## src/hdl/cac_pkg.sv

```systemverilog
// Shared types and widths for the cubic axis response curve.
package cac_pkg;

  localparam int FACTOR_FRAC_BITS = 8;
  localparam int ONE = 1 << FACTOR_FRAC_BITS;

  localparam int AX_W   = 8;
  localparam int FAC_W  = 16;
  localparam int M_W    = AX_W - 1;
  localparam int D_W    = AX_W;
  localparam int M2_W   = 2 * M_W;
  localparam int D2_W   = 2 * D_W;
  localparam int XF_W   = AX_W + FAC_W;
  localparam int M3_W   = 3 * M_W;
  localparam int D3_W   = 3 * D_W;
  localparam int XFM2_W = XF_W + M2_W;
  localparam int SUM_W  = FAC_W + 1;
  localparam int DEN_W  = M2_W + SUM_W;
  localparam int CUB_W  = D3_W;
  localparam int NUM_W  = XFM2_W + 2;
  localparam int N_W    = NUM_W + 2;
  localparam int QUO_W  = 10;

  localparam logic [AX_W-1:0]  RANGE_RST  = AX_W'(255);
  localparam logic [FAC_W-1:0] FACTOR_RST = FAC_W'(256);

  typedef enum logic {
    REG_AXIS_RANGE   = 1'b0,
    REG_CURVE_FACTOR = 1'b1
  } cfg_reg_t;

  typedef struct packed {
    logic             valid;
    logic [N_W-1:0]   rem;
    logic [N_W-1:0]   dsh;
    logic [QUO_W-1:0] quo;
    logic [AX_W-1:0]  x;
    logic             bypass;
  } div_t;

endpackage

```

## src/hdl/cac_prep.sv

```systemverilog
// Front pipeline: clamp, powers and products, dividend and divisor setup.
module cac_prep (
  input  logic                      clk,
  input  logic                      rst,
  input  logic                      in_valid,
  output logic                      in_ready,
  input  logic [cac_pkg::AX_W-1:0]  axis_position,
  input  logic [cac_pkg::AX_W-1:0]  axis_range,
  input  logic [cac_pkg::FAC_W-1:0] curve_factor,
  output cac_pkg::div_t             dn,
  input  logic                      dn_ready
);
  import cac_pkg::*;

  typedef struct packed {
    logic            valid;
    logic [AX_W-1:0] x;
    logic [M_W-1:0]  m;
    logic [D_W-1:0]  d;
    logic            below;
    logic            bypass;
  } s0_t;

  typedef struct packed {
    logic              valid;
    logic [AX_W-1:0]   x;
    logic [M_W-1:0]    m;
    logic [D_W-1:0]    d;
    logic [M2_W-1:0]   m2;
    logic [D2_W-1:0]   d2;
    logic [XF_W-1:0]   xf;
    logic              below;
    logic              bypass;
  } s1_t;

  typedef struct packed {
    logic              valid;
    logic [AX_W-1:0]   x;
    logic [M3_W-1:0]   m3;
    logic [D3_W-1:0]   d3;
    logic [XFM2_W-1:0] xfm2;
    logic [DEN_W-1:0]  den;
    logic              below;
    logic              bypass;
  } s2_t;

  s0_t s0, s0_next;
  s1_t s1, s1_next;
  s2_t s2, s2_next;
  div_t dn_next;
  logic rdy0, rdy1, rdy2, rdy3;

  logic [AX_W-1:0]  x_c;
  logic [SUM_W-1:0] one_plus_f;
  logic [CUB_W-1:0] cub;
  logic [NUM_W-1:0] num;
  logic [N_W-1:0]   dvs;

  // A stage takes new data when it is empty or its successor moves.
  assign rdy3     = !dn.valid || dn_ready;
  assign rdy2     = !s2.valid || rdy3;
  assign rdy1     = !s1.valid || rdy2;
  assign rdy0     = !s0.valid || rdy1;
  assign in_ready = rdy0;

  always_comb begin
    x_c = (axis_position > axis_range) ? axis_range : axis_position;
    s0_next.valid  = in_valid;
    s0_next.x      = x_c;
    s0_next.m      = axis_range[AX_W-1:1];
    s0_next.below  = x_c < {1'b0, axis_range[AX_W-1:1]};
    s0_next.d      = s0_next.below ? ({1'b0, s0_next.m} - x_c) : (x_c - {1'b0, s0_next.m});
    s0_next.bypass = (s0_next.m == '0);
  end

  always_comb begin
    s1_next.valid  = s0.valid;
    s1_next.x      = s0.x;
    s1_next.m      = s0.m;
    s1_next.d      = s0.d;
    s1_next.m2     = M2_W'(s0.m) * M2_W'(s0.m);
    s1_next.d2     = D2_W'(s0.d) * D2_W'(s0.d);
    s1_next.xf     = XF_W'(s0.x) * XF_W'(curve_factor);
    s1_next.below  = s0.below;
    s1_next.bypass = s0.bypass;
  end

  always_comb begin
    one_plus_f     = SUM_W'(ONE) + SUM_W'(curve_factor);
    s2_next.valid  = s1.valid;
    s2_next.x      = s1.x;
    s2_next.m3     = M3_W'(s1.m2) * M3_W'(s1.m);
    s2_next.d3     = D3_W'(s1.d2) * D3_W'(s1.d);
    s2_next.xfm2   = XFM2_W'(s1.xf) * XFM2_W'(s1.m2);
    s2_next.den    = DEN_W'(s1.m2) * DEN_W'(one_plus_f);
    s2_next.below  = s1.below;
    s2_next.bypass = s1.bypass;
  end

  // Dividend is 2*num + den and divisor 2*den, so the quotient rounds half up.
  always_comb begin
    cub = s2.below ? (CUB_W'(s2.m3) - s2.d3) : (CUB_W'(s2.m3) + s2.d3);
    num = (NUM_W'(cub) << FACTOR_FRAC_BITS) + NUM_W'(s2.xfm2);
    dvs = N_W'(s2.den) << 1;
    dn_next.valid  = s2.valid;
    dn_next.rem    = (N_W'(num) << 1) + N_W'(s2.den);
    dn_next.dsh    = dvs << (QUO_W - 1);
    dn_next.quo    = '0;
    dn_next.x      = s2.x;
    dn_next.bypass = s2.bypass;
  end

  always_ff @(posedge clk) begin
    if (rst) begin
      s0.valid <= 1'b0;
      s1.valid <= 1'b0;
      s2.valid <= 1'b0;
      dn.valid <= 1'b0;
    end else begin
      if (rdy0) s0 <= s0_next;
      if (rdy1) s1 <= s1_next;
      if (rdy2) s2 <= s2_next;
      if (rdy3) dn <= dn_next;
    end
  end

endmodule

```

## config.mk

```make
export PLATFORM = sky130hd
export DESIGN_NAME = cac_prep
export DESIGN_NICKNAME = d
export VERILOG_FILES = /design/src/hdl/cac_pkg.sv /design/src/hdl/cac_prep.sv
export SDC_FILE = /design/constraint.sdc
export NUM_CORES = 2
export LEC_CHECK = 0
export BUFFER_PORTS_ARGS = -buffer_cell sky130_fd_sc_hd__buf_2
export CAP_MARGIN = 30
export CORE_MARGIN = 2
export CORE_UTILIZATION = 55
export CTS_CLUSTER_DIAMETER = 150
export CTS_CLUSTER_SIZE = 25
export DETAILED_ROUTE_END_ITERATION = 8
export PLACE_DENSITY = 0.84
export SYNTH_ARGS = -nofsm -noshare
export SYNTH_HDL_FRONTEND = slang
export SYNTH_SLANG_ARGS = --single-unit
```

## constraint.sdc

```tcl
create_clock -name clk -period 8.2 [get_ports clk]
set_clock_uncertainty 0.05 [all_clocks]
set_input_delay 1.23 -clock clk [delete_from_list [all_inputs] [get_ports clk]]
set_output_delay 1.23 -clock clk [all_outputs]
set_load 0.02 [all_outputs]
```

==> After elaboration in Yosys (flattened, before gate mapping) <==
Cells that the tools add are included.
{ "word_totals": {"reg_bits": 314, "inputBits": 36, "output_inout_bits": 105, "word_cells": 61} }
{ "classes": {"add_sub_neg": 7, "n_mul": 7, "order_cmp": 2, "mux": 3, "bitwise_logic": 1, "n_reduce_logical": 13} }
{ "ops": {"columns": ["operator", "count"], "rows": [
  ["adder 40 x 31 -> 41 bit", 1],
  ["adder 32 x 38 -> 39 bit", 1],
  ["multiplier 24 x 14 -> 38 bit", 1],
  ["multiplier 14 x 17 -> 31 bit", 1],
  ["adder 21 x 24 -> 24 bit", 1],
  ["multiplier 16 x 8 -> 24 bit", 1],
  ["multiplier 8 x 16 -> 24 bit", 1],
  ["two-way mux 24 bit", 1],
  ["subtractor 21 x 24 -> 24 bit", 1],
  ["multiplier 14 x 7 -> 21 bit", 1],
  ["adder 9 x 16 -> 17 bit (first input constant)", 1],
  ["multiplier 8 x 8 -> 16 bit", 1],
  ["two-way mux 8 bit", 2],
  ["multiplier 7 x 7 -> 14 bit", 1],
  ["greater-than comparator 8 bit", 1],
  ["< comparator 8 x 7 -> 1 bit", 1],
  ["AND reduction 2 bit", 4],
  ["subtractor 7 x 8 -> 8 bit", 1],
  ["subtractor 8 x 7 -> 8 bit", 1],
  ["logical NOT 7 bit", 1],
  ["logical NOT 1 bit", 4],
  ["logical OR 1 bit", 4],
  ["NOT 1 bit", 1]
]} }

==> Depth between registers and ports, before layout <==
{ "depth": {"ltp_word": 6, "depth_mapped": 31, "ltp_nobuf": 30} }

==> Worst setup path before layout <==
Ideal clock, no wire load.
{ "synth_path": {"path_kind": "in2reg", "start": "input rst", "end": "register s2, in the netlist dn_next[0] (enable)", "setup_ns": 0.648, "arrival_ns": 7.393, "t_required_ns": 7.502, "setup_slack_ns": 0.109, "path_stages": 2, "path_buffers": 1, "path_cell_list": "clkbuf_1 -> a21oi_1"} }
{ "synth_via": {"elab_chain_len": 2} }
{ "synth_rtl": {"columns": ["element", "line", "rtl"], "rows": [
  ["from (decl)", "cac_prep.sv:4", "input logic rst,"],
  ["NOT 1 bit (no line)", null, null],
  ["AND reduction 2 bit (no line)", null, null],
  ["to (signal assigned)", "cac_prep.sv:122", "if (rdy2) s2 <= s2_next;"],
  ["to (decl)", "cac_prep.sv:49", "s2_t s2, s2_next;"]
]} }
No other way between the ends.
A chain may end at the register's enable or synchronous reset.

==> results by group <==
Status
  – Run status: finished, final reports clean

Finish
  – NumNets Final: roughly 6000
  – Fillers: 6730
  – Fin util: 58.06%
  – Syn-to-layout area delta: 4.896%
  – Share of cells above drive strength 1: 4.818%
  – Finished Layout Cells: 5741

Setup path
  – CP Capture Type: register
  – Startpoint types: primary input
  – Required time worst endpoint: 8.46 ns
  – Critical path class: primary input to register
  – Largest fanout on the critical path: 10
  – Critical Path AT: 7.72 ns

Placement
  – Placed Cells incl. Taps: around 5700
  – DPL Wire Length: 83440 um
  – Port Buffers: 118
  – GPL Wtd Cong: 0.9474

Yosys
  – Seq/Total Area, Yosys: 20.36%
  – Count leader, synth: inv_1
  – Largest family of logic cells by synthesized area: adder cells
  – Top cells by count, synth: inv_1 (723), fa_1 (674), nand2_1 (672)
  – FFs w/ async S/R, synth: 0%
  – Post-Syn Instances: 4631
  – Synthesized area: about 45000 um^2
  – Syn avg cell area: between 9 and 10 um^2
  – Number of synthesized register bits: 308
  – Yosys warns: 0
  – Compound-gate portion of the synthesized area: 7.781%
  – Post-synth top area share: between 20% and 30%
  – Top_reg_cell synth: edfxtp_1
  – Distinct cells, synth: between 80 and 90
  – Multiplexer share of the synthesized area: 0.2573%
  – Post-Synth Adder-Cell Area: between 40% and 50%
  – Synth area leader: fa_1
  – Post-Synth Simple-Gate Area: between 10 and 15%
  – Xor/xnor share of the synthesized area: under 10%
  – Top cells by area in the synthesized netlist: fa_1 (30%), edfxtp_1 (20%), ha_1 (14%)
  – Number of enable flip-flop cells after synthesis: a little over 300

STA
  – Final setup vio count: 0
  – Fin. Hold Viols: 0
  – Final Max Slew Viols: 0
  – Worst slew pin tran: about 0.92 ns
  – Fmax: 134.1 MHz
  – TNS Setup: 0 ns
  – Min Tclk post-route: 7.455 ns
  – Fin crit share: around nine tenths
  – Unrepaired setup endpoints after global routing: no
  – Worst slew margin: 38.38%

Worst hold path
  – HP Class: register to register

Drt
  – Final wirelength: around 100000 um
  – Post-route DRC: 0
  – Post-DRT Antenna Nets: 0
  – Via/cell ratio: 5.605
  – Vias: roughly 32000
  – DR iter-0 viols: 2241
  – Drt first pass iters: 5
  – Routed len/inst: 18.16 um

Clocking
  – TritonCTS buffer count: 16
  – Setup bufs post-CTS: 0
  – Hold Buf Count CTS: 0
  – CTS tree: done
  – Num Clock Sinks: 308
  – Resize count post-CTS: 0
  – Clock Root Buffer: clkbuf_16
  – H-tree depth: 1
  – Worst-skew pair later-pin latency: around 0.57 ns
  – Clock-pin slew on the worst setup and hold paths: roughly 0.11 ns
  – Clk buf depth: 3

Floorplanning
  – Initial Util: 55.35%
  – Die Ht: 290.8 um
  – Site Rows: 105
  – I/O pin count: 141
  – Die Span X: around 290 um
  – Die area: between 80000 and 90000 um^2
  – Core area: approximately 80000 um^2

GRT
  – Initial antenna violation count: 2
  – Largest net degree at the start of global routing: 72
  – GRT Overall Usage: 24.90%
  – Number of global-route vias before repair: between 30000 and 40000
  – Global-route wire length before repair: 171100 um
  – Gr ovfl total: 0

Flow run
  – Maxcap violations: 0
==> cells in the final DEF, fill, tap and decap left out, types with 9 or more instances in the layout <==
cell and count:
xor2_1 61, a31oi_1 22, o211ai_1 12, and2_1 362
xnor2_1 200, nor2_1 156, nand3_1 44, a21oi_1 172
nor3_1 42, edfxtp_1 304, buf_2 118, a211oi_1 18
inv_1 723, o21a_1 39, fa_1 674, nand2b_1 39
ha_1 503, o21ai_0 79, conb_1 45, nor2b_1 36
o21ai_1 9, buf_4 37, nand2_1 672, clkbuf_16 17
and3_1 19, o21bai_1 30, or3_1 16, a21o_1 64
==> sequential cells by signal, summed over array words and instances (netlist names) <==
register / cells
s2: 84
dn: 81
s1: 76
dn_next: 41
s0: 26
==> path summary, 6_finish.rpt <==
| check | start | endpoint | slack (ns) | depth (start not counted) |
|---|---|---|---|---|
| worst max-delay path | curve_factor[8] | dn_next[59] | 0.74 | 25 |
| worst min-delay path | s1[78] | dn_next[8] | 0.38 | 0 |
| worst max register to register | s2[75] | dn[99] | 1.11 | 28 |
| worst min register to register | s1[78] | dn_next[8] | 0.38 | 0 |
==> per-layer routing <==
layer	GRT usage, %	vias to the layer above	part of all wire, %
met5	0	-	0
met4	6.913	0	2.7
met3	4.382	173	8.0
met2	42.40	1184	48
met1	32.79	16060	41
li1	-	14760	-
==> area by class of cell <==
class	count	area (um^2)	share of cell area [%]
multi-input cells	3454	32690	68.90
flip-flops and latches	308	9209	19.41
inverters	723	2714	5.720
well taps	1070	1339	2.822
repair buffers	161	1003	2.115
clock buffers	22	444.2	0.9362
clock inverters	2	46.29	0.09757
diodes	1	2.502	0.005274
==> per-stage QoR <==
step | hold slack [ns] | worst slack, ns | instance area (um^2)
2_1_floorplan | 0.3503 | 0.1094 | 45390
6_report | 0.3788 | 0.7448 | 47450
3_5_place_dp | 0.3545 | 0.2295 | 46950
3_3_place_gp | 0.3510 | 0.3569 | 46880
5_1_grt | 0.3852 | 0.4169 | 47440
4_1_cts | 0.3808 | 0.8196 | 47440
==> worst max-delay path, stage by stage <==
cell and delay (ns):
buf_2 0.16, ha_1 0.20, nand3_1 0.12, xnor2_1 0.44, buf_4 0.26, nand2_1 0.09, fa_1 0.52, inv_1 0.05
fa_1 0.48, fa_1 0.53, inv_1 0.06, fa_1 0.53, inv_1 0.05, fa_1 0.49, fa_1 0.42, ha_1 0.36
a21o_1 0.19, a21oi_1 0.12, o21ai_0 0.15, a21oi_1 0.26, a21oi_1 0.11, or3_1 0.41, a31o_2 0.25, a21oi_1 0.17
xnor2_1 0.08
==> logic make-up after synthesis <==
family | count (synthesis)
other | 2
xor gates and xnor gates | 261
DFF | 308
adders and majority gates | 1177
AOI/OAI and AO/OA | 534
muxes | 11
and+or+nand+nor | 1426
buffers and inverters | 912
Power is left out: the tool's default activity adds up to more than one toggle a clock period on the data nets, which glitch-free logic cannot reach.
