==> src/hdl/cac_pkg.sv <==
// Shared types and widths for the cubic axis response curve.
package cac_pkg;

  localparam int FACTOR_FRAC_BITS = 8;
  localparam int ONE = 1 << FACTOR_FRAC_BITS;

  localparam int AX_W   = 8;
  localparam int FAC_W  = 16;
  localparam int M_W    = AX_W - 1;
  localparam int D_W    = AX_W;
  localparam int M2_W   = 2 * M_W;
  localparam int D2_W   = 2 * D_W;
  localparam int XF_W   = AX_W + FAC_W;
  localparam int M3_W   = 3 * M_W;
  localparam int D3_W   = 3 * D_W;
  localparam int XFM2_W = XF_W + M2_W;
  localparam int SUM_W  = FAC_W + 1;
  localparam int DEN_W  = M2_W + SUM_W;
  localparam int CUB_W  = D3_W;
  localparam int NUM_W  = XFM2_W + 2;
  localparam int N_W    = NUM_W + 2;
  localparam int QUO_W  = 10;

  localparam logic [AX_W-1:0]  RANGE_RST  = AX_W'(255);
  localparam logic [FAC_W-1:0] FACTOR_RST = FAC_W'(256);

  typedef enum logic {
    REG_AXIS_RANGE   = 1'b0,
    REG_CURVE_FACTOR = 1'b1
  } cfg_reg_t;

  typedef struct packed {
    logic             valid;
    logic [N_W-1:0]   rem;
    logic [N_W-1:0]   dsh;
    logic [QUO_W-1:0] quo;
    logic [AX_W-1:0]  x;
    logic             bypass;
  } div_t;

endpackage

==> src/hdl/cac_div_cell.sv <==
// One restoring-division cell: resolves one quotient bit and passes on.
module cac_div_cell (
  input  logic          clk,
  input  logic          rst,
  input  cac_pkg::div_t up,
  output logic          up_ready,
  output cac_pkg::div_t dn,
  input  logic          dn_ready
);
  import cac_pkg::*;

  div_t dn_next;
  logic ge;

  assign up_ready = !dn.valid || dn_ready;

  always_comb begin
    ge = (up.rem >= up.dsh);
    dn_next        = up;
    dn_next.rem    = ge ? (up.rem - up.dsh) : up.rem;
    dn_next.dsh    = up.dsh >> 1;
    dn_next.quo    = {up.quo[QUO_W-2:0], ge};
  end

  always_ff @(posedge clk) begin
    if (rst) dn.valid <= 1'b0;
    else if (up_ready) dn <= dn_next;
  end

endmodule

==> config.mk <==
export PLATFORM = sky130hd
export DESIGN_NAME = cac_div_cell
export DESIGN_NICKNAME = d
export VERILOG_FILES = /design/src/hdl/cac_pkg.sv /design/src/hdl/cac_div_cell.sv
export SDC_FILE = /design/constraint.sdc
export NUM_CORES = 1
export LEC_CHECK = 0
export BUFFER_PORTS_ARGS = -buffer_cell sky130_fd_sc_hd__buf_4
export CAP_MARGIN = 25
export CORE_UTILIZATION = 25
export CTS_CLUSTER_SIZE = 16
export DETAILED_ROUTE_END_ITERATION = 6
export GPL_ROUTABILITY_DRIVEN = 0
export PLACE_DENSITY = 0.43
export RECOVER_POWER = 50
export SYNTH_ARGS = -nofsm -noshare
export SYNTH_HDL_FRONTEND = slang
export SYNTH_SLANG_ARGS = --single-unit
==> constraint.sdc <==
create_clock -name clk -period 8.4 [get_ports clk]
set_input_delay 0.84 -clock clk [delete_from_list [all_inputs] [get_ports clk]]
set_output_delay 0.84 -clock clk [all_outputs]
set_load 0.02 [all_outputs]
After elaboration in Yosys (flattened, before gate mapping)
Index checks and enable logic that the tools add are counted.

Flip-flop bits (word level): 103. Input bits: 107. Output and inout bits: 105. Word-level logic and storage cells: 13.

Add/sub/neg operators: 1. Order comparisons: 1. Mux-type cells: 1. Bitwise operators: 1. Reduce and logical (&&, ||, !) cells: 3.

Operator list (count): $ge 42x42->1 (1); $mux 42 (1); $sub 42x42->42 (1); $reduce_and 2->1 (1); $logic_not 1->1 (1); $logic_or 1x1->1 (1); $not 1->1 (1).

Longest topological paths before layout
Gate-level depths: netlist of the first run.

Depth in word-level cells: 3. Mapped depth: 15. Mapped depth without buffers: 14.

Worst setup path before layout of the first run
OpenSTA, ideal clock, no wires.

Path kind: input to register. Start point: in dn_ready. End point: reg dn[0] (netlist bit), enable pin. Library setup time: 564 ps. Arrival time: 5148 ps. Required time: 7836 ps. Path slack: 2688 ps. Stages on the path: 2. Path buffers: 0. Cell sequence: nor2b_1 -> nor2_1.

Word-level cells in the longest chain between the ends: 2.

RTL lines: start: declaration (RTL line cac_div_cell.sv:8) `input logic dn_ready`; $logic_or 1x1->1 (RTL line cac_div_cell.sv:15) `assign up_ready = !dn.valid || dn_ready;`; $reduce_and 2->1 (no line); end signal: assignment (RTL line cac_div_cell.sv:27) `else if (up_ready) dn <= dn_next;`; end: declaration (RTL line cac_div_cell.sv:7) `output cac_pkg::div_t dn,`.

Every way passes these cells. A chain may end at the register's enable or synchronous reset.

==> impl_metrics.yaml, run 1 <==
run_status:
  run_status: "finished with violations"
  violations_in_the_final_reports: "max-capacitance violations, max-slew violations"
clocking:
  path_clk_slew_ns: 0.08
  htreeDepth: 3
  clk_root_buffer_cell: "sky130_fd_sc_hd__clkbuf_16"
  postCtsSetupRepairBufs: 0
  post_cts_hold_buffer_count: 0
  number_of_buffers_created_by_cts: 9
  cts_buffer_depth: 2
  worst_skew_pair.late_latency_ns: 0.36
  post_cts.resized_instances: 0
  cts_tree: "yes"
  clock_sinks: 103
routing:
  num_vias: 5278
  detail_route.wirelength_um: 18100
  number_of_detailed_routing_iterations_run_before_antenna_repair: 4
  post-route-drc-count: 0
  number_of_drc_violations_after_detailed_routing_iteration_0: 309
  antenna_left: 0
  viasPerCell: 4.60
  routed_wl_per_cell_um: 15.7
yosys:
  synth_area_in_xor_xnor: 0.0447
  synth-compound-area-share: 0.202
  yosysWarningCount: 0
  main_combinational_cell_family_by_area_after_synthesis: "compound AO/OA/AOI/OAI gates"
  synth-edff-count: 102
  postSynthRegisterBits: 103
  synth-adder-area-share: 0.0871
  yosysTopAreaCellShare: 0.489
  synthMuxAreaShare: 0.00539
  yosysSeqAreaShare: 0.492
  ys_async_rst_share: 0
  yosys.area_share.simple: 0.119
  netlist_instances: 609
  synth_cell_types: 62
  synthDominantAreaCellType: "sky130_fd_sc_hd__edfxtp_1"
  synth_fp_nets: 759
  netlist_area_sq_um: 6260
  primary_ff_master_synth: "sky130_fd_sc_hd__edfxtp_1"
  synthTopCellsByArea: "sky130_fd_sc_hd__edfxtp_1 49%, sky130_fd_sc_hd__ha_1 8.4%, sky130_fd_sc_hd__a21oi_1 5.7%"
  synth.avg_cell_area_sq_um: 10.3
floorplanning:
  fp.coreArea_sq_um: 24500
  die_y_um: 160
  initial_utilization: 0.256
  die_width_um: 160
  rows: 57
  floorplan.io_pins: 212
  full_die_area_sq_um: 25700
setup_path:
  start_kind: "input port"
  setup.worst_path.end_class: "flop"
  worst-path-max-fanout: 53
  crit_arrival_ns: 4.56
  timing.setup.critical_path_class: "input port to flop"
  required_ns: 8.50
sta:
  setup-tns-final_ns: 0
  setup_viol_count_final: 0
  timing_hold_violations_final: 0
  unrepaired_setup_endpoints_after_global_routing: "no"
  period_share: 0.530
  timing.max_slew.rel_slack: -0.561
  period_minus_slack_ns: 4.45
  worst_slew_pin_tran_ns: 2.34
  report.final.slew_viol_count: 42
  fmaxAchievable_mhz: 225
  final.setup_skew_ns: 0.0106
grt:
  grt_start_max_net_pins: 62
  global_route_wire_length_before_repair_um: 28200
  vias_in_the_first_global_route: 5469
  number_of_antenna_violations_at_the_first_check_in_global_routing: 1
  grt_resource_usage_total: 0.140
  global_route.overflow_total: 0
final_layout:
  layout-drive-gt1-share: 0.214
  fin_nets: 968
  largest_register_ffs: 103
  largestRegisters: "dn: 103 flops"
  largest_register: "dn"
  area.growth.synth_to_final_pct: 31.4
pwr:
  vdd.ir_drop.worst_uv: 70.2
  leakage_uw: 0.00350
  design_power_total_uw: 1490
  power_density_nw_per_um2: 181
worst_hold_path:
  timing.hold.worst.class: "flop to flop"
placed_design:
  detailedPlacementHpwl_um: 14200
  io_buffers: 209
run:
  cap_viol_max_count: 1
## cell families (layout without fill, tap and decap cells)
kind of cell | Yosys count | after routing
xor+xnor | 32 | 32
mux | 3 | 3
compound gates | 191 | 191
buf+inv | 75 | 289
simple gates | 161 | 161
fa+ha+maj | 43 | 43
other cells | 1 | 2
flops | 103 | 103
## worst max-delay path: stages
cell,delay [ns]
sky130_fd_sc_hd__buf_4,0.11
sky130_fd_sc_hd__inv_1,0.04
sky130_fd_sc_hd__ha_1,0.18
sky130_fd_sc_hd__inv_1,0.07
sky130_fd_sc_hd__fa_1,0.40
sky130_fd_sc_hd__a21o_1,0.21
sky130_fd_sc_hd__a221oi_2,0.46
sky130_fd_sc_hd__o21bai_2,0.13
sky130_fd_sc_hd__a21oi_2,0.18
sky130_fd_sc_hd__o21ai_2,0.13
sky130_fd_sc_hd__a211o_1,0.39
sky130_fd_sc_hd__o21ai_2,0.16
sky130_fd_sc_hd__buf_4,0.34
sky130_fd_sc_hd__inv_2,0.44
sky130_fd_sc_hd__mux2_2,0.41
## path summary, 6_finish.rpt
kind | from | slack [ns] | cells past startpoint | endpoint
max | up[61] | 3.95 | 15 | dn[85]$_DFFE_PP_
min | dn[103]$_SDFFE_PP0N_ | 0.66 | 3 | dn[103]$_SDFFE_PP0N_
max reg2reg | dn[103]$_SDFFE_PP0N_ | 5.70 | 3 | dn[84]$_DFFE_PP_
min reg2reg | dn[103]$_SDFFE_PP0N_ | 0.66 | 3 | dn[103]$_SDFFE_PP0N_
## layout by cell type (no fill, tap or decap), types with 32 or more instances in the layout
cell type	netlist	final
sky130_fd_sc_hd__clkbuf_4	0	42
sky130_fd_sc_hd__o21ai_0	32	32
sky130_fd_sc_hd__nor2_1	53	52
sky130_fd_sc_hd__a21oi_1	71	71
sky130_fd_sc_hd__edfxtp_1	102	102
sky130_fd_sc_hd__clkbuf_1	5	71
sky130_fd_sc_hd__inv_1	59	59
sky130_fd_sc_hd__buf_4	3	98
sky130_fd_sc_hd__ha_1	42	42
sky130_fd_sc_hd__nand2_1	47	47
## metal layers
| metal | wire (um) | vias to the layer above | track usage |
|---|---|---|---|
| li1 | - | 2639 | - |
| met1 | 8530 | 2462 | 0.182 |
| met2 | 8520 | 161 | 0.234 |
| met3 | 833 | 16 | 0.0287 |
| met4 | 194 | 0 | 0.0385 |
| met5 | 0 | - | 0 |
## where the power goes
part | total (uW) | switching, uW | internal [uW] | leakage (uW)
registers | 632 | 10.9 | 621 | 0.000994
clock network | 446 | 210 | 236 | 0.000147
logic | 414 | 254 | 160 | 0.00236
## through the flow
step / hold WS [ns] / instance area, sq um / std cells / util / setup WS, ns
final: 0.657 / 8230 / 1148 / 0.336 / 3.95
after floorplan: 0.679 / 6260 / 609 / - / 2.69
after global placement: 0.629 / 8190 / 1131 / 0.335 / 3.58
after CTS: 0.636 / 8500 / 1147 / 0.347 / 3.93
after detailed placement: 0.642 / 8190 / 1131 / 0.335 / 3.55
after global routing: 0.651 / 8230 / 1148 / 0.336 / 3.67
## cell type report
class / count / area (sq um)
Multi-Input combinational cell: 431 / 2880
Fill cell: 2542 / 16200
Sequential cell: 103 / 3080
Antenna cell: 1 / 2.50
Tap cell: 324 / 405
Clock buffer: 9 / 225
Timing Repair Buffer: 212 / 1320
Clock inverter: 7 / 81.3
Inverter: 61 / 229
## Yosys cell counts, types with 2 or more instances
cell type and number:
sky130_fd_sc_hd__o21bai_1 5, sky130_fd_sc_hd__a2111oi_2 3, sky130_fd_sc_hd__nor4_1 4, sky130_fd_sc_hd__ha_1 42
sky130_fd_sc_hd__or3_1 4, sky130_fd_sc_hd__buf_2 5, sky130_fd_sc_hd__buf_4 3, sky130_fd_sc_hd__o21a_1 5
sky130_fd_sc_hd__a21oi_2 2, sky130_fd_sc_hd__nor2b_1 8, sky130_fd_sc_hd__and4_1 2, sky130_fd_sc_hd__o211ai_1 7
sky130_fd_sc_hd__a21oi_1 71, sky130_fd_sc_hd__mux2_2 3, sky130_fd_sc_hd__nand2_1 47, sky130_fd_sc_hd__nand3_1 10
sky130_fd_sc_hd__o21ai_2 2, sky130_fd_sc_hd__xor2_1 19, sky130_fd_sc_hd__a211o_1 2, sky130_fd_sc_hd__nand2b_1 3
sky130_fd_sc_hd__a21o_1 30, sky130_fd_sc_hd__and2_1 5, sky130_fd_sc_hd__nand4_1 2, sky130_fd_sc_hd__edfxtp_1 102
sky130_fd_sc_hd__clkbuf_1 5, sky130_fd_sc_hd__o21ai_0 32, sky130_fd_sc_hd__o21ai_1 3, sky130_fd_sc_hd__nor2_1 53
sky130_fd_sc_hd__o41ai_1 3, sky130_fd_sc_hd__o31ai_2 2, sky130_fd_sc_hd__xnor2_1 13, sky130_fd_sc_hd__a31oi_1 2
sky130_fd_sc_hd__nor3_1 9, sky130_fd_sc_hd__and3_1 10, sky130_fd_sc_hd__o31ai_1 5, sky130_fd_sc_hd__a221o_1 2
sky130_fd_sc_hd__inv_1 59
Power figures use the tool's default switching activity.
==> inputs of run 2 (changes only) <==
==> constraint.sdc (replaced) <==
create_clock -name clk -period 4.5 [get_ports clk]
set_input_delay 0.45 -clock clk [delete_from_list [all_inputs] [get_ports clk]]
set_output_delay 0.45 -clock clk [all_outputs]
set_load 0.02 [all_outputs]
==> run 2 against run 1 <==
  * The flow now finishes without violations
  * Largest cell class unchanged
  * Critical path type unchanged
  * Combinational power increased by 81%
  * Wire length up 1.0%
  * Worst setup slack lost 3.0 ns
  * Non-clock buffer count is 2 higher
  * Cell count barely moved
  * Die area did not move
  * Clock power increased by 90%
  * Highest routed layer unchanged
  * First-iteration DRC count down 3.9%
==> impl_metrics.yaml, run 2 (same netlist as run 1, synthesis figures left out) <==
run_status:
  run_status: "complete, no violations"
final_layout:
  layout-drive-gt1-share: 0.168
  largest_register: "dn"
  largest_register_ffs: 103
  fin_nets: 970
  commonest_non_fill_non_tap_cell_in_the_layout: "sky130_fd_sc_hd__clkbuf_1"
  fin_area_sq_um: 8100
  largestRegisters: "dn: 103 flops"
  diodes: 0
  count_of_fill_cells_added_during_filler_insertion: 2576
  area.sequential_sq_um: 3080
  area.growth.synth_to_final_pct: 29.2
  multi_input_area_sq_um: 2880
  most_used_cells_in_the_layout_excluding_fill_and_tap_cells: "112 x sky130_fd_sc_hd__clkbuf_1, 102 x sky130_fd_sc_hd__edfxtp_1, 71 x sky130_fd_sc_hd__a21oi_1, 61 x sky130_fd_sc_hd__buf_4, 59 x sky130_fd_sc_hd__inv_1"
clocking:
  cts_buffer_depth: 2
  clock_sinks: 103
  htreeDepth: 3
  post_cts_hold_buffer_count: 0
  postCtsSetupRepairBufs: 0
  worst_skew_pair.late_latency_ns: 0.36
  path_clk_slew_ns: 0.08
  post_cts.resized_instances: 0
  number_of_buffers_created_by_cts: 9
  cts_tree: "yes"
  clk_root_buffer_cell: "sky130_fd_sc_hd__clkbuf_16"
grt:
  grt_start_max_net_pins: 63
  global_route.overflow_total: 0
  global_route_wire_length_before_repair_um: 28300
  vias_in_the_first_global_route: 5406
  number_of_antenna_violations_at_the_first_check_in_global_routing: 0
  grt_resource_usage_total: 0.141
pwr:
  power.combinational.fraction: 0.271
  vdd.ir_drop.worst_uv: 131
  power_density_nw_per_um2: 343
  share_seq_of_total_power: 0.425
  leakage_uw: 0.00337
  p_switching_uw: 898
  proportion_of_total_power_due_to_net_switching: 0.324
  pwr-share-clk: 0.305
  internal_power_uw: 1880
floorplanning:
  initial_utilization: 0.256
  floorplan.io_pins: 212
  fp.coreArea_sq_um: 24500
  full_die_area_sq_um: 25700
  die_width_um: 160
  die_y_um: 160
  rows: 57
setup_path:
  worst-path-max-fanout: 34
  worstReg2RegEnd: "dn[49]$_DFFE_PP_"
  start_kind: "input port"
  timing.critical_path.slowest_cell_delay_ns: 0.45
  crit_path_cell_trace: "buf_4, inv_1, ha_1, inv_1, fa_1, a21o_1, a221oi_2, o21bai_2, a21oi_2, o21ai_2, a211o_1, o21ai_2, inv_2, buf_4, nor2_1, a21oi_1"
  setup.worst_path.end_class: "flop"
  crit_arrival_ns: 3.67
  critical_path.n_buffers_inverters: 5
  timing.setup.critical_path_class: "input port to flop"
  cp_slowest_cell: "sky130_fd_sc_hd__a221oi_2"
  worstRegToRegCells: 3
  r2r_start: "dn[103]$_SDFFE_PP0N_"
  required_ns: 4.60
  worst-r2r-setup-slack_ns: 2.86
  critPathTopFamily: "compound AO/OA/AOI/OAI gates"
sta:
  period_share: 0.792
  final.setup_skew_ns: 0.0102
  setup-tns-final_ns: 0
  worst_slew_pin_tran_ns: 0.827
  timing.max_slew.rel_slack: 0.449
  fmaxAchievable_mhz: 281
  setup_viol_count_final: 0
  unrepaired_setup_endpoints_after_global_routing: "no"
  timing.hold.ws_ns: 0.270
  timing_hold_violations_final: 0
  period_minus_slack_ns: 3.56
  final_critical_path_setup_slack_ns: 0.937
  report.final.slew_viol_count: 0
routing:
  detail_route.wirelength_um: 18300
  post-route-drc-count: 0
  antenna_left: 0
  number_of_detailed_routing_iterations_run_before_antenna_repair: 5
  viasPerCell: 4.63
  num_vias: 5315
  number_of_drc_violations_after_detailed_routing_iteration_0: 297
  routed_wl_per_cell_um: 15.9
placed_design:
  post_dp_cell_area_sq_um: 8210
  io_buffers: 209
  detailedPlacementHpwl_um: 14300
  dp_worst_setup_slack_ns: 0.513
worst_hold_path:
  min_path_cells: 2
  timing.hold.worst.class: "input port to flop"
  hold_end: "dn[103]$_SDFFE_PP0N_"
  min_from: "rst"
run:
  cap_viol_max_count: 0
[run 2: cell types whose count changed in the layout (fill, tap and decap cells not counted)]
cell                       delta
sky130_fd_sc_hd__diode_2      -1
sky130_fd_sc_hd__inv_6        +3
sky130_fd_sc_hd__clkinv_1     -1
sky130_fd_sc_hd__buf_4       -37
sky130_fd_sc_hd__clkbuf_1    +41
sky130_fd_sc_hd__buf_1        -1
sky130_fd_sc_hd__clkinv_4     -1
sky130_fd_sc_hd__inv_8        -1
sky130_fd_sc_hd__clkbuf_4     -1
[run 2: worst max path at each step]
stage	startpoint	end	slack (ns)	cells after the start
after floorplan	dn[103]$_SDFFE_PP0N_	dn[0]$_DFFE_PP_	0.88	2
after global placement	up[61]	dn[61]$_DFFE_PP_	0.57	16
after detailed placement	up[61]	dn[67]$_DFFE_PP_	0.51	16
after CTS	up[61]	dn[67]$_DFFE_PP_	0.87	16
after global routing	up[61]	dn[67]$_DFFE_PP_	0.62	16
final	up[61]	dn[67]$_DFFE_PP_	0.94	16
[run 2: cell type report]
class	instances	area share
Inverter	61	0.0283
Timing Repair Buffer	214	0.147
Multi-Input combinational cell	431	0.356
Clock buffer	9	0.0278
Clock inverter	7	0.0104
Tap cell	324	0.0501
Sequential cell	103	0.381
[run 2: stage by stage]
stage               std cells   util  power (uW)
global placement         1133  0.335        2010
global route             1149  0.331        2930
CTS                      1149  0.348        2890
detailed placement       1133  0.335        2020
floorplan                 609      -        1710
finish                   1149  0.331        2780
[run 2: power by group through the flow]
stage                     Clock, uW  Combinational, uW  Sequential [uW]
after floorplan                   0                406             1300
after global placement            0                810             1200
after detailed placement          0                817             1200
after CTS                       883                822             1180
after global routing            907                834             1190
final                           846                751             1180
[run 2: layer usage]
| layer | vias to the layer above | share of wire | GRT usage |
|---|---|---|---|
| li1 | 2638 | - | - |
| met4 | 0 | 0.012 | 0.0403 |
| met1 | 2507 | 0.47 | 0.185 |
| met2 | 158 | 0.47 | 0.232 |
| met5 | - | 0 | 0 |
| met3 | 12 | 0.049 | 0.0292 |
==> inputs of run 3 (changes only) <==
--- a/config.mk
+++ b/config.mk
@@ -5,13 +5,14 @@
 export SDC_FILE = /design/constraint.sdc
 export NUM_CORES = 1
 export LEC_CHECK = 0
+export ABC_AREA = 1
 export BUFFER_PORTS_ARGS = -buffer_cell sky130_fd_sc_hd__buf_4
 export CAP_MARGIN = 25
 export CORE_UTILIZATION = 25
 export CTS_CLUSTER_SIZE = 16
 export DETAILED_ROUTE_END_ITERATION = 6
 export GPL_ROUTABILITY_DRIVEN = 0
-export PLACE_DENSITY = 0.43
+export PLACE_DENSITY = 0.44
 export RECOVER_POWER = 50
 export SYNTH_ARGS = -nofsm -noshare
 export SYNTH_HDL_FRONTEND = slang
==> constraint.sdc (replaced) <==
create_clock -name clk -period 3.2 [get_ports clk]
set_input_delay 0.32 -clock clk [delete_from_list [all_inputs] [get_ports clk]]
set_output_delay 0.32 -clock clk [all_outputs]
set_load 0.02 [all_outputs]
==> run 3 against run 2 <==
  * Critical path depth decreased by 2
  * Largest power group unchanged
  * Critical path type unchanged
  * Sequential share of layout area decreased by 4.4 points
  * Die area increased by 16%
  * Clock skew increased by 0.0068 ns
  * Global-route usage increased by 0.92 points
  * Clock power increased by 34%
==> impl_metrics.yaml, run 3 <==
run_status:
  run_status: "complete, no violations"
worst_hold_path:
  timing.hold.worst.class: "input port to flop"
floorplanning:
  fp.coreArea_sq_um: 28600
  floorplan.io_pins: 212
  initial_utilization: 0.254
  die_width_um: 172
  rows: 62
  full_die_area_sq_um: 29700
  die_y_um: 172
pwr:
  pwr-share-clk: 0.286
  p_switching_uw: 1400
  power_density_nw_per_um2: 433
  proportion_of_total_power_due_to_net_switching: 0.353
  leakage_uw: 0.00461
  share_seq_of_total_power: 0.418
  internal_power_uw: 2560
  power.combinational.fraction: 0.296
  vdd.ir_drop.worst_uv: 188
clocking:
  clock_sinks: 103
  path_clk_slew_ns: 0.09
  post_cts_hold_buffer_count: 0
  htreeDepth: 3
  worst_skew_pair.late_latency_ns: 0.37
  cts_buffer_depth: 2
  cts_tree: "yes"
  postCtsSetupRepairBufs: 0
  post_cts.resized_instances: 0
  number_of_buffers_created_by_cts: 9
  clk_root_buffer_cell: "sky130_fd_sc_hd__clkbuf_16"
yosys:
  primary_ff_master_synth: "sky130_fd_sc_hd__edfxtp_1"
  synth_cell_types: 31
  most_instantiated_library_cell_after_synthesis: "sky130_fd_sc_hd__nand2_1"
  yosysSeqAreaShare: 0.425
  netlist_instances: 993
  netlist_area_sq_um: 7260
  ys_async_rst_share: 0
  synth.avg_cell_area_sq_um: 7.31
  synth_fp_nets: 1143
  synthTopCellsByArea: "sky130_fd_sc_hd__edfxtp_1 42%, sky130_fd_sc_hd__nand2_1 21%, sky130_fd_sc_hd__inv_1 10%"
  synthDominantAreaCellType: "sky130_fd_sc_hd__edfxtp_1"
  yosysTopAreaCellShare: 0.422
  synth-edff-count: 102
  synthTopCellsByCount: "406 x sky130_fd_sc_hd__nand2_1, 193 x sky130_fd_sc_hd__inv_1, 102 x sky130_fd_sc_hd__edfxtp_1"
  yosysWarningCount: 0
  postSynthRegisterBits: 103
setup_path:
  cp_slowest_cell: "sky130_fd_sc_hd__fa_1"
  setup.worst_path.end_class: "flop"
  worst-path-max-fanout: 41
  required_ns: 3.43
  start_kind: "input port"
  crit_path_cell_trace: "buf_4, inv_1, ha_1, inv_1, fa_1, nand3_1, nand3_2, nand2_1, nand3_2, nand2_2, nand2_8, inv_4, nand2_1, nand2_1"
  timing.setup.critical_path_class: "input port to flop"
  crit_arrival_ns: 2.65
  cp_common_cell: "sky130_fd_sc_hd__nand2_1"
  timing.critical_path.slowest_cell_delay_ns: 0.46
routing:
  antenna_left: 0
  number_of_detailed_routing_iterations_run_before_antenna_repair: 5
  viasPerCell: 4.18
  num_vias: 6668
  detail_route.wirelength_um: 22100
  number_of_drc_violations_after_detailed_routing_iteration_0: 373
  post-route-drc-count: 0
  routed_wl_per_cell_um: 13.8
grt:
  vias_in_the_first_global_route: 6288
  grt_resource_usage_total: 0.150
  grt_start_max_net_pins: 58
  global_route_wire_length_before_repair_um: 33600
  number_of_antenna_violations_at_the_first_check_in_global_routing: 0
  global_route.overflow_total: 0
sta:
  fmaxAchievable_mhz: 413
  final.setup_skew_ns: 0.0170
  period_minus_slack_ns: 2.42
  report.final.slew_viol_count: 0
  unrepaired_setup_endpoints_after_global_routing: "no"
  worst_slew_pin_tran_ns: 0.748
  period_share: 0.756
  setup-tns-final_ns: 0
  timing.max_slew.rel_slack: 0.501
  timing_hold_violations_final: 0
  setup_viol_count_final: 0
final_layout:
  area.growth.synth_to_final_pct: 26.0
  fin_nets: 1357
  most_used_cells_in_the_layout_excluding_fill_and_tap_cells: "406 x sky130_fd_sc_hd__nand2_1, 193 x sky130_fd_sc_hd__inv_1, 108 x sky130_fd_sc_hd__clkbuf_1, 102 x sky130_fd_sc_hd__edfxtp_1, 74 x sky130_fd_sc_hd__nor2_1"
  commonest_non_fill_non_tap_cell_in_the_layout: "sky130_fd_sc_hd__nand2_1"
  largest_register_ffs: 103
  count_of_fill_cells_added_during_filler_insertion: 3226
  largestRegisters: "dn: 103 flops"
  diodes: 0
  layout.core_utilization: 0.319
  largest_register: "dn"
  layout-drive-gt1-share: 0.120
placed_design:
  io_buffers: 209
  detailedPlacementHpwl_um: 18000
run:
  cap_viol_max_count: 0
==> run 3: cell types whose count changed in the layout (fill, tap and decap cells not counted), sizes merged, moves of 28 or more <==
cell and change:
a21o -30, a21oi -40, inv +134, nand2 +364
nand3 +45, nor2 +31, o21ai -28
==> run 3: metrics by stage <==
step | power, uW | cell area, sq um | hold slack, ns | worst slack (ns) | instances
CTS | 4130 | 9550 | 0.101 | 0.788 | 1596
detailed placement | 2960 | 9260 | 0.499 | 0.411 | 1580
global placement | 2960 | 9260 | 0.498 | 0.457 | 1580
finish | 3960 | 9150 | 0.118 | 0.780 | 1596
floorplan | 2490 | 7270 | 0.389 | 0.645 | 993
global route | 4210 | 9150 | 0.116 | 0.532 | 1596
==> run 3: worst max-delay path, delay by kind of cell <==
kind,cells,cell delay (ns)
buffers and inverters,4,0.67
adders and majority gates,2,0.61
and+or+nand+nor,8,1.02
==> run 3: power by group through the flow <==
stage	Sequential [uW]	Combinational (uW)	Clock [uW]
2_1_floorplan	1840	650	0
3_3_place_gp	1690	1270	0
3_5_place_dp	1690	1270	0
4_1_cts	1660	1280	1190
5_1_grt	1670	1320	1220
6_report	1660	1170	1130
==> run 3: path summary, 6_finish.rpt <==
kind	start	end	slack (ns)	cells after the start
worst max-delay path	up[61]	dn[85]$_DFFE_PP_	0.78	14
worst min-delay path	rst	dn[103]$_SDFFE_PP0N_	0.12	2
worst max register to register	dn[103]$_SDFFE_PP0N_	dn[86]$_DFFE_PP_	1.66	2
worst min register to register	dn[103]$_SDFFE_PP0N_	dn[103]$_SDFFE_PP0N_	0.54	2
==> run 3: cells by family (layout without fill, tap and decap cells) <==
| family | Yosys count | after routing | share of synthesized area |
|---|---|---|---|
| XOR/XNOR | 22 | 22 | 0.0265 |
| other | 1 | 1 | 0.000517 |
| AND/OR/NAND/NOR | 573 | 573 | 0.326 |
| adder cells (fa/ha/maj) | 43 | 43 | 0.0752 |
| flip-flops | 103 | 103 | 0.425 |
| AO/OA/AOI/OAI | 47 | 47 | 0.0341 |
| buffers and inverters | 204 | 423 | 0.113 |
==> run 3: layout make-up <==
type / instances / area, sq um / share of cell area
clock buffers: 10 / 229 / 0.0250
clock inverters: 6 / 62.6 / 0.00684
inverters: 195 / 734 / 0.0803
multi-input cells: 686 / 3370 / 0.368
flip-flops and latches: 103 / 3080 / 0.337
well taps: 384 / 480 / 0.0525
repair buffers: 212 / 1190 / 0.130
==> run 3: per-layer routing <==
layer / up-vias / GRT usage / wire (um)
met5: - / 0 / 0
met3: 19 / 0.0261 / 1420
met1: 2970 / 0.203 / 10400
li1: 3496 / - / -
met4: 0 / 0.0550 / 425
met2: 183 / 0.237 / 9870
